**src/rtl/core/assert_macros.svh**
```systemverilog
// Assertion macros shared by the RTL.
// Depends on nothing; assertions vanish when SYNTHESIS is defined.
`ifndef ASSERT_MACROS_SVH
`define ASSERT_MACROS_SVH
`ifndef SYNTHESIS
`define ASSERT_IMPL(label, prop, msg) \
  label: assert property (@(posedge clk_i) disable iff (!rst_ni) prop) else $error(msg);
`define ASSERT_NEVER(label, cond, msg) \
  label: assert property (@(posedge clk_i) disable iff (!rst_ni) !(cond)) else $error(msg);
`else
`define ASSERT_IMPL(label, prop, msg)
`define ASSERT_NEVER(label, cond, msg)
`endif
`endif

```
**src/rtl/core/bezout_pkg.sv**
```systemverilog
// Shared constants and types for the Bezout coefficient block.
// No dependencies.
`timescale 1ns / 1ps
package bezout_pkg;
  localparam int unsigned DefOperandWidth = 32;
  localparam int unsigned CoeffWidth = 64;
  localparam int unsigned ResultWidth = 32;

  typedef enum logic [1:0] {
    CLS_B_ZERO,
    CLS_GENERAL
  } item_class_e;
endpackage

```
**src/rtl/core/bezout_front.sv**
```systemverilog
// Front end: accepts operand pairs, classifies them, and queues them.
// Depends on bezout_pkg.
`timescale 1ns / 1ps
module bezout_front import bezout_pkg::*; #(
  parameter int unsigned OperandWidth = DefOperandWidth
) (
  input  logic                    clk_i,
  input  logic                    rst_ni,
  input  logic                    push,
  output logic                    full,
  input  logic [OperandWidth-1:0] operand_a_i,
  input  logic [OperandWidth-1:0] operand_b_i,
  output logic                    q_valid_o,
  input  logic                    q_take_i,
  output item_class_e             q_class_o,
  output logic [OperandWidth-1:0] q_a_o,
  output logic [OperandWidth-1:0] q_b_o
);
  // two-entry queue
  logic [OperandWidth-1:0] a_q [2];
  logic [OperandWidth-1:0] b_q [2];
  item_class_e             cls_q [2];
  logic                    wp_q, rp_q;
  logic [1:0]              cnt_q;
  logic                    wr, rd;

  assign full      = cnt_q == 2'd2;
  assign wr        = push && !full;
  assign rd        = q_take_i && q_valid_o;
  assign q_valid_o = cnt_q != 2'd0;
  assign q_class_o = cls_q[rp_q];
  assign q_a_o     = a_q[rp_q];
  assign q_b_o     = b_q[rp_q];

  always_ff @(posedge clk_i) begin
    if (wr) begin
      a_q[wp_q]   <= operand_a_i;
      b_q[wp_q]   <= operand_b_i;
      cls_q[wp_q] <= (operand_b_i == '0) ? CLS_B_ZERO : CLS_GENERAL;
    end
  end

  always_ff @(posedge clk_i or negedge rst_ni) begin
    if (!rst_ni) begin
      wp_q  <= 1'b0;
      rp_q  <= 1'b0;
      cnt_q <= 2'd0;
    end else begin
      if (wr) wp_q <= ~wp_q;
      if (rd) rp_q <= ~rp_q;
      cnt_q <= cnt_q + {1'b0, wr} - {1'b0, rd};
    end
  end
endmodule

```
**src/rtl/core/bezout_back.sv**
```systemverilog
// Back end: runs Euclid rounds with a restoring divider and serial multiply.
// Depends on bezout_pkg.
`timescale 1ns / 1ps
module bezout_back import bezout_pkg::*; #(
  parameter int unsigned OperandWidth = DefOperandWidth
) (
  input  logic                    clk_i,
  input  logic                    rst_ni,
  input  logic                    q_valid_i,
  output logic                    q_take_o,
  input  item_class_e             q_class_i,
  input  logic [OperandWidth-1:0] q_a_i,
  input  logic [OperandWidth-1:0] q_b_i,
  output logic                    empty,
  input  logic                    pop,
  output logic [ResultWidth-1:0]  coeff_a_o,
  output logic [ResultWidth-1:0]  coeff_b_o
);
  localparam int unsigned CntW = $clog2(OperandWidth + 1);

  typedef enum logic [2:0] {
    ST_IDLE, ST_DIV, ST_CHECK, ST_MUL, ST_UPD, ST_DONE
  } state_e;

  state_e                  state_q;
  logic [OperandWidth-1:0] rc_q, quo_q, rem_q;
  logic [CntW-1:0]         cnt_q;
  logic [CoeffWidth-1:0]   xap_q, xac_q, xbp_q, xbc_q, pa_q, pb_q;
  logic [CoeffWidth-1:0]   ma_q, mb_q;
  logic [ResultWidth-1:0]  oa_q, ob_q;
  logic                    full_q;
  logic                    res_load;
  logic [OperandWidth:0]   trial;
  logic [OperandWidth-1:0] rem_sh;

  assign q_take_o  = (state_q == ST_IDLE) && q_valid_i;
  assign empty     = !full_q;
  assign coeff_a_o = oa_q;
  assign coeff_b_o = ob_q;
  assign res_load  = (state_q == ST_DONE) && (!full_q || pop);
  assign rem_sh    = {rem_q[OperandWidth-2:0], quo_q[OperandWidth-1]};
  assign trial     = {rem_q, quo_q[OperandWidth-1]} - {1'b0, rc_q};

  always_ff @(posedge clk_i or negedge rst_ni) begin
    if (!rst_ni) begin
      state_q <= ST_IDLE;
      full_q  <= 1'b0;
    end else begin
      if (res_load) full_q <= 1'b1;
      else if (pop && full_q) full_q <= 1'b0;
      unique case (state_q)
        ST_IDLE: if (q_valid_i) begin
          rc_q  <= q_b_i;
          xap_q <= CoeffWidth'(1);
          xac_q <= '0;
          xbp_q <= '0;
          xbc_q <= CoeffWidth'(1);
          if (q_class_i == CLS_B_ZERO) state_q <= ST_DONE;
          else begin
            quo_q   <= q_a_i;
            rem_q   <= '0;
            cnt_q   <= '0;
            state_q <= ST_DIV;
          end
        end
        ST_DIV: begin
          // one restoring step per cycle, quotient shifts in from the right
          if (!trial[OperandWidth]) begin
            rem_q <= trial[OperandWidth-1:0];
            quo_q <= {quo_q[OperandWidth-2:0], 1'b1};
          end else begin
            rem_q <= rem_sh;
            quo_q <= {quo_q[OperandWidth-2:0], 1'b0};
          end
          cnt_q <= cnt_q + CntW'(1);
          if (cnt_q == CntW'(OperandWidth - 1)) state_q <= ST_CHECK;
        end
        ST_CHECK: begin
          if (rem_q == '0) state_q <= ST_DONE;
          else begin
            ma_q    <= xac_q;
            mb_q    <= xbc_q;
            pa_q    <= '0;
            pb_q    <= '0;
            cnt_q   <= '0;
            state_q <= ST_MUL;
          end
        end
        ST_MUL: begin
          // shift-add product of quotient and current coefficients
          if (quo_q[0]) begin
            pa_q <= pa_q + ma_q;
            pb_q <= pb_q + mb_q;
          end
          ma_q  <= {ma_q[CoeffWidth-2:0], 1'b0};
          mb_q  <= {mb_q[CoeffWidth-2:0], 1'b0};
          quo_q <= {1'b0, quo_q[OperandWidth-1:1]};
          cnt_q <= cnt_q + CntW'(1);
          if (cnt_q == CntW'(OperandWidth - 1)) state_q <= ST_UPD;
        end
        ST_UPD: begin
          xap_q   <= xac_q;
          xac_q   <= xap_q - pa_q;
          xbp_q   <= xbc_q;
          xbc_q   <= xbp_q - pb_q;
          rc_q    <= rem_q;
          quo_q   <= rc_q;
          rem_q   <= '0;
          cnt_q   <= '0;
          state_q <= ST_DIV;
        end
        ST_DONE: if (res_load) begin
          oa_q    <= xac_q[ResultWidth-1:0];
          ob_q    <= xbc_q[ResultWidth-1:0];
          state_q <= ST_IDLE;
        end
        default: state_q <= ST_IDLE;
      endcase
    end
  end
endmodule

```
**src/rtl/core/bezout_coefficients_euclid_top.sv**
```systemverilog
// Top level of the Bezout coefficient block.
// Depends on bezout_pkg, bezout_front, bezout_back, assert_macros.svh.
`timescale 1ns / 1ps
`include "assert_macros.svh"
// Usage: push operand_a_i/operand_b_i while full is low; read coeff_a_o and
// coeff_b_o while empty is low and pulse pop to take them.
// A two-entry queue holds accepted operands so the caller can push while
// the back end works. Each Euclid round runs a restoring division, a
// check of the remainder, a shift-add multiply and a coefficient update.
// The last round stops after its division and check. A zero second
// operand skips the rounds: the back end goes straight to its done state
// and loads the result register once that register is free.
// One result register holds the output; when pop stays low the back end
// waits in its done state and the queue fills, then full rises.
// Reset empties the queue and the result register.
module bezout_coefficients_euclid_top import bezout_pkg::*; #(
  parameter int unsigned OperandWidth = DefOperandWidth
) (
  input  logic                    clk_i,
  input  logic                    rst_ni,
  input  logic                    push,
  output logic                    full,
  input  logic [OperandWidth-1:0] operand_a_i,
  input  logic [OperandWidth-1:0] operand_b_i,
  output logic                    empty,
  input  logic                    pop,
  output logic [ResultWidth-1:0]  coeff_a_o,
  output logic [ResultWidth-1:0]  coeff_b_o
);
  logic                    q_valid, q_take;
  item_class_e             q_class;
  logic [OperandWidth-1:0] q_a, q_b;

  bezout_front #(.OperandWidth(OperandWidth)) u_front (
    .clk_i, .rst_ni, .push, .full, .operand_a_i, .operand_b_i,
    .q_valid_o(q_valid), .q_take_i(q_take), .q_class_o(q_class),
    .q_a_o(q_a), .q_b_o(q_b)
  );

  bezout_back #(.OperandWidth(OperandWidth)) u_back (
    .clk_i, .rst_ni, .q_valid_i(q_valid), .q_take_o(q_take),
    .q_class_i(q_class), .q_a_i(q_a), .q_b_i(q_b),
    .empty, .pop, .coeff_a_o, .coeff_b_o
  );

  `ASSERT_NEVER(a_take_needs_valid, q_take && !q_valid, "take from empty queue")
  `ASSERT_IMPL(a_hold_out, (!empty && !pop) |=> $stable(coeff_a_o) && !empty, "result moved")
endmodule
```
**config.mk**
```make
export PLATFORM = sky130hd
export DESIGN_NAME = bezout_coefficients_euclid_top
export DESIGN_NICKNAME = d
export VERILOG_FILES = /design/src/rtl/core/bezout_pkg.sv /design/src/rtl/core/bezout_front.sv /design/src/rtl/core/bezout_back.sv /design/src/rtl/core/bezout_coefficients_euclid_top.sv
export VERILOG_INCLUDE_DIRS = /design/src /design/src/rtl/core
export SDC_FILE = /design/constraint.sdc
export NUM_CORES = 1
export LEC_CHECK = 0
export BUFFER_PORTS_ARGS = -buffer_cell sky130_fd_sc_hd__clkbuf_2
export CORE_ASPECT_RATIO = 1.75
export CORE_UTILIZATION = 30
export DETAILED_ROUTE_END_ITERATION = 7
export GPL_ROUTABILITY_DRIVEN = 0
export SLEW_MARGIN = 10
export SYNTH_ARGS = -nofsm -noshare
export SYNTH_HDL_FRONTEND = slang
export SYNTH_SLANG_ARGS = --single-unit
```
**constraint.sdc**
```tcl
create_clock -name clk_i -period 10.3 [get_ports clk_i]
set_clock_uncertainty 0.05 [all_clocks]
set_input_delay 0.515 -clock clk_i [delete_from_list [all_inputs] [get_ports clk_i]]
set_output_delay 0.515 -clock clk_i [all_outputs]
set_load 0.05 [all_outputs]
```
=== Word-level counts from Yosys, hierarchy flattened ===
Memory sizes are Yosys's and may differ from the RTL's.
Cells that the tools add are included.

* Add/subtract/negate cells: 8
* Multipliers: 0
* Divide/modulo/power cells: 0
* Order comparisons: 0
* Eq/ne operators: 14
* Shifts and indexed selects: 0
* Muxes and demuxes: 41
* Bitwise gates (word level): 2
* Reductions and logical operators: 28

{| class="wikitable"
|+ Operator list
! operator !! number
|-
| $pmux W64 S2 || 8
|-
| $mux W64 || 7
|-
| $mux W32 || 6
|-
| $add A64 B64 Y64 || 2
|-
| $pmux W32 S4 || 1
|-
| $sub A64 B64 Y64 || 2
|-
| $pmux W32 S3 || 1
|-
| $logic_not A32 Y1 || 2
|-
| $pmux W32 S2 || 1
|-
| $sub A33 B32 Y33 || 1
|-
| $pmux W6 S4 || 1
|-
| $mux W3 || 6
|-
| $mux W6 || 3
|-
| $pmux W3 S6 || 1
|-
| $reduce_and A4 Y1 || 4
|-
| $ne A2 B1 Y1 const B || 5
|-
| $reduce_and A3 Y1 || 3
|-
| $reduce_bool A2 Y1 || 4
|-
| $reduce_bool A4 Y1 || 2
|-
| $add A6 B1 Y6 const B || 1
|-
| $eq A3 B2 Y1 const B || 2
|-
| $eq A3 B3 Y1 const B || 2
|-
| $eq A6 B5 Y1 const B || 1
|-
| $mux W1 || 6
|-
| 14 further kinds || 21
|}

* Register bits: 686
* Latch bits: 0
* Bits in writable memories: 130
* Bits in read-only memories: 0
* Input bits: 68
* Word-level logic and storage cells: 115
* Memories: 3

{| class="wikitable"
|+ Memories
! memory !! depth !! width !! rd ports !! clocked after memory_dff !! wr ports !! line !! text
|-
| u_front.a_q || 2 || 32 || 1 || 0 || 1 || bezout_front.sv:20 || <nowiki>logic [OperandWidth-1:0] a_q [2];</nowiki>
|-
| u_front.b_q || 2 || 32 || 1 || 0 || 1 || bezout_front.sv:21 || <nowiki>logic [OperandWidth-1:0] b_q [2];</nowiki>
|-
| u_front.cls_q || 2 || 1 || 1 || 0 || 1 || bezout_front.sv:22 || <nowiki>item_class_e cls_q [2];</nowiki>
|}

=== Longest topological paths before layout ===
* Depth after elaboration: 5
* Gate-level depth with buffers: 15
* Mapped depth without buffers: 13

=== Hierarchy ===
A second synthesis with hierarchy kept.

* Cell total of the unflattened synthesis: 2,561
* Area total of the unflattened synthesis: 29,689.7 um2

{| class="wikitable"
|+ Modules (own cells, without submodules)
! module !! times used !! cells each !! area each (um2) !! seq. area each (um2)
|-
| bezout_back || 1 || 2,328 || 24,557.3 || 12,772.2
|-
| bezout_front || 1 || 233 || 5,132.4 || 4,003.8
|}

=== Worst setup path before layout ===
Ideal clock, no wire load.

* Path type: reg-to-reg
* Start point: register u_back.state_q[0]
* End point: register u_back.pa_q[0] (enable)
* Setup time: 0.584 ns
* Data arrival time: 7.293 ns
* Required time: 9.666 ns
* Path slack: 2.374 ns
* Stages on the path, launching flop included: 8
* Period minus slack after synthesis: 7.926 ns
* Cell sequence: dfrtp_1 -> clkbuf_1 -> nor4_1 -> nand4_1 -> nor3_1 -> nor2_1 -> and3_1 -> a21boi_0

* Longest elaborated chain between the ends: 3

{| class="wikitable"
|+ Ends and longest elaborated chain
! item !! line !! text
|-
| from (decl) || bezout_back.sv:25 || <nowiki>state_e state_q;</nowiki>
|-
| from (signal assigned) || bezout_back.sv:46 || <nowiki>state_q <= ST_IDLE;</nowiki>
|-
| from (signal assigned) || bezout_back.sv:58 || <nowiki>if (q_class_i == CLS_B_ZERO) state_q <= ST_DONE;</nowiki>
|-
| from (signal assigned) || bezout_back.sv:63 || <nowiki>state_q <= ST_DIV;</nowiki>
|-
| $eq A3 B2 Y1 || bezout_back.sv:51 || <nowiki>unique case (state_q)</nowiki>
|-
| $ne A2 B1 Y1 (no source line) (tied with other cells) || - ||
|-
| $reduce_and A4 Y1 (no source line) * || - ||
|-
| to (signal assigned) || bezout_back.sv:92 || <nowiki>pa_q <= pa_q + ma_q;</nowiki>
|-
| to (decl) || bezout_back.sv:28 || <nowiki>logic [CoeffWidth-1:0] xap_q, xac_q, xbp_q, xbc_q, pa_q, pb_q;</nowiki>
|}

Every way passes the cells marked *; elsewhere a longest branch is shown, timed or not.
A chain may end at the register's enable or synchronous reset.

=== Worst setup path after layout ===
* Start point: register u_back.quo_q[31]
* End point: register u_back.rem_q[6], data pin

* Longest elaborated chain between the ends: 3

{| class="wikitable"
|+ Ends and longest elaborated chain
! item !! line !! text
|-
| from (decl) || bezout_back.sv:26 || <nowiki>logic [OperandWidth-1:0] rc_q, quo_q, rem_q;</nowiki>
|-
| from (signal assigned) || bezout_back.sv:60 || <nowiki>quo_q <= q_a_i;</nowiki>
|-
| from (signal assigned) || bezout_back.sv:70 || <nowiki>quo_q <= {quo_q[OperandWidth-2:0], 1'b1};</nowiki>
|-
| from (signal assigned) || bezout_back.sv:73 || <nowiki>quo_q <= {quo_q[OperandWidth-2:0], 1'b0};</nowiki>
|-
| $sub A33 B32 Y33 || bezout_back.sv:42 || <nowiki>assign trial = {rem_q, quo_q[OperandWidth-1]} - {1'b0, rc_q};</nowiki>
|-
| $mux W32 || bezout_back.sv:68 || <nowiki>if (!trial[OperandWidth]) begin</nowiki>
|-
| $pmux W32 S3 || bezout_back.sv:51 ||
|-
| to (signal assigned) || bezout_back.sv:69 || <nowiki>rem_q <= trial[OperandWidth-1:0];</nowiki>
|-
| to (signal assigned) || bezout_back.sv:72 || <nowiki>rem_q <= rem_sh;</nowiki>
|-
| to (decl) || bezout_back.sv:26 ||
|}

Every way passes these cells.

==> impl_metrics.yaml <==
run_status:
  status: "complete, no violations"
clock_tree:
  cts_buffer_depth: 3
  cts-root-buf: "clkbuf_16"
  tritoncts: "yes"
  cts_htree_levels: 2
  path_clk_slew_ns: 0.06
  clock-sinks: 560
  cts_buffers: 57
  cts_setup_buffers: 0
  insertion_delay_ns: 0.65
grt:
  antenna_found_initial: 10
  track_usage_pct: 15.0
  grt_pass1_wl_mm: 116
  grt_max_degree: 90
  grt_overflow_total: 0
  grt_pass1_vias: 20800
timing:
  finalSetupViolCount: 0
  tightest_slew_ns: 1.15
  rsz0062_at_grt: "no"
  min_period_ns: 4.06
  hold_viol: 0
  fmax_mhz: 246
  period_share_pct: 39.4
  finalSetupTns_ns: 0
  setup_slack_ns: 6.24
  maxSlewHeadroom_pct: 23.4
  slew_viol_final: 0
setup_path:
  r2r-end: "u_back.rem_q[6]"
  reg2reg_from: "u_back.quo_q[31]"
  start_kind: "register"
  reg2reg_depth: 13
  cp.arrival_ns: 4.37
  reg2reg_slack_ns: 6.24
  worstSetupEndpointType: "register"
  cp_max_fo: 36
  worstPathRequired_ns: 10.61
  setup.worst_path.class: "register to register"
die:
  coreArea_um2: 96900
  die_x_um: 238
  fp-row-count: 151
  dieArea_um2: 99100
  io_pins: 134
  dieHeight_um: 416
  start_util_pct: 30.3
synth:
  netlist_area_um2: 29300
  synthCells: 2562
  synth.most_common_cell: "edfxtp_1"
  netlist_top_cells_area: "edfxtp_1 56%, ha_1 6.8%, nand2_1 4.1%, nor2_1 2.8%, mux2i_1 2.4%"
  avgSynthCellArea_um2: 11.5
  synthTopCellsByCount: "552 x edfxtp_1, 321 x nand2_1, 217 x nor2_1"
  synth_top_area_share_pct: 56.5
  yosysWarnings: 0
  ys_ff_latch: 560
  synthArstFlopShare_pct: 1.43
  synth_cell_types: 84
  syn_nets: 2794
  synth_edf_count: 552
  yosysSeqAreaShare_pct: 57.2
  yosys_most_used_dff: "edfxtp_1"
  yosysTopAreaCell: "edfxtp_1"
route:
  drc: 0
  drtIter0Drc: 1153
  vias_per_cell: 4.93
  drt_pass1_iterations: 5
  ant_nets: 0
  num_vias: 20000
  wl_per_cell_um: 18.3
  routed_wirelength_mm: 74.0
cells_and_area:
  drive_gt1_share_pct: 10.9
  top_regs: "u_front.a_q: 64 flops, u_front.b_q: 64 flops"
  nets: 2938
  area_growth_pct: 14.4
power_and_ir_drop:
  power.density_nw_per_um2: 253
  irDropWorstVdd_mv: 0.206
  p_leak_uw: 0.0133
worst_hold_path:
  holdCritStartpoint: "operand_a_i[28]"
  whs_path_depth: 1
  hold_class: "primary input to register"
  min_to: "u_front.a_q[0][28]"
placed_design:
  dp_hpwl_mm: 52.0
  io_buffer_count: 133
  dp_slack_ns: 6.26
job:
  drv_cap: 0
## report_power, final
group          internal [uW]  total (uW)  switching, uW
clock network           1170        2080            914
logic                   1160        2970           1810
registers               3150        3440            292
total                   5480        8490           3010
## worst max-delay path, stage by stage, from the launching register on
cell and delay, ns:
edfxtp_1 0.35, inv_1 0.06, ha_1 0.23, fa_1 0.42, nand2b_1 0.19, a211oi_2 0.22, o21ai_1 0.13, and4_1 0.24
nor3_2 0.29, o31ai_4 0.12, nor3_1 0.20, a311o_2 0.90, mux2i_1 0.29, nor2_1 0.06
## layer usage
metal | track usage, % | share of wire, % | up-vias
li1 | - | - | 9736
met1 | 16.6 | 39 | 9752
met2 | 28.6 | 54 | 369
met3 | 1.79 | 3.0 | 147
met4 | 5.78 | 3.6 | 0
met5 | 0 | 0 | -
## cells by family after synthesis
logic type	Yosys count	synth area share (%)
simple gates	833	13.1
flops	560	57.2
compound gates	558	12.4
buf+inv	220	2.90
fa+ha+maj	164	7.12
xor+xnor	133	3.97
mux	94	3.33
## metrics by stage
stage | hold WS [ns] | util, % | std cells | power [uW] | cell area (um2)
final | 0.0311 | 34.7 | 4055 | 8490 | 33600
after global routing | 0.00864 | 34.7 | 4055 | 9010 | 33600
after CTS | 0.00143 | 34.6 | 4053 | 8580 | 33600
after detailed placement | 0.393 | 32.5 | 3920 | 6460 | 31500
after global placement | 0.394 | 32.5 | 3920 | 6430 | 31500
after floorplan | 0.169 | - | 2562 | 5690 | 29300
## cell type report
| type | instances | area, um2 |
|---|---|---|
| inverter | 126 | 473 |
| clock inverter | 39 | 354 |
| antenna | 2 | 5.00 |
| clock buffer | 67 | 1460 |
| fill | 9627 | 63300 |
| sequential | 560 | 16800 |
| timing repair buffer | 179 | 1080 |
| multi-input combinational | 1782 | 11800 |
| tap | 1300 | 1630 |
## worst max path at each step
stage | slack [ns] | to | cells past startpoint | startpoint
final | 6.24 | u_back.rem_q[6] | 13 | u_back.quo_q[31]
after global routing | 5.92 | u_back.rem_q[8] | 13 | u_back.quo_q[31]
after CTS | 6.24 | u_back.rem_q[6] | 13 | u_back.quo_q[31]
after detailed placement | 6.26 | u_back.rem_q[6] | 13 | u_back.quo_q[31]
after global placement | 6.36 | u_back.rem_q[1] | 13 | u_back.quo_q[31]
after floorplan | 2.37 | u_back.pa_q[0] | 7 | u_back.state_q[0]
## repair_timing
action,CTS,global route
hold buffers,27,0
resized for setup,0,0
endpoints found under the hold margin,60,0
## layout by cell type (no fill, tap or decap), types with 21 or more instances in the layout
master	instances
edfxtp_1	552
nand2_1	319
nor2_1	213
ha_1	159
a21oi_1	139
o21ai_0	134
clkbuf_2	133
inv_1	126
and3_1	83
xnor2_1	78
mux2i_1	71
a21o_1	71
clkbuf_16	57
xor2_1	55
nor3_1	32
nand2b_1	29
nand3_1	29
nor2b_1	27
dlygate4sd3_1	27
o221ai_1	26
o22ai_1	23
o21a_1	23
mux2_2	21
Note: power is estimated with default switching activity, not from simulation.
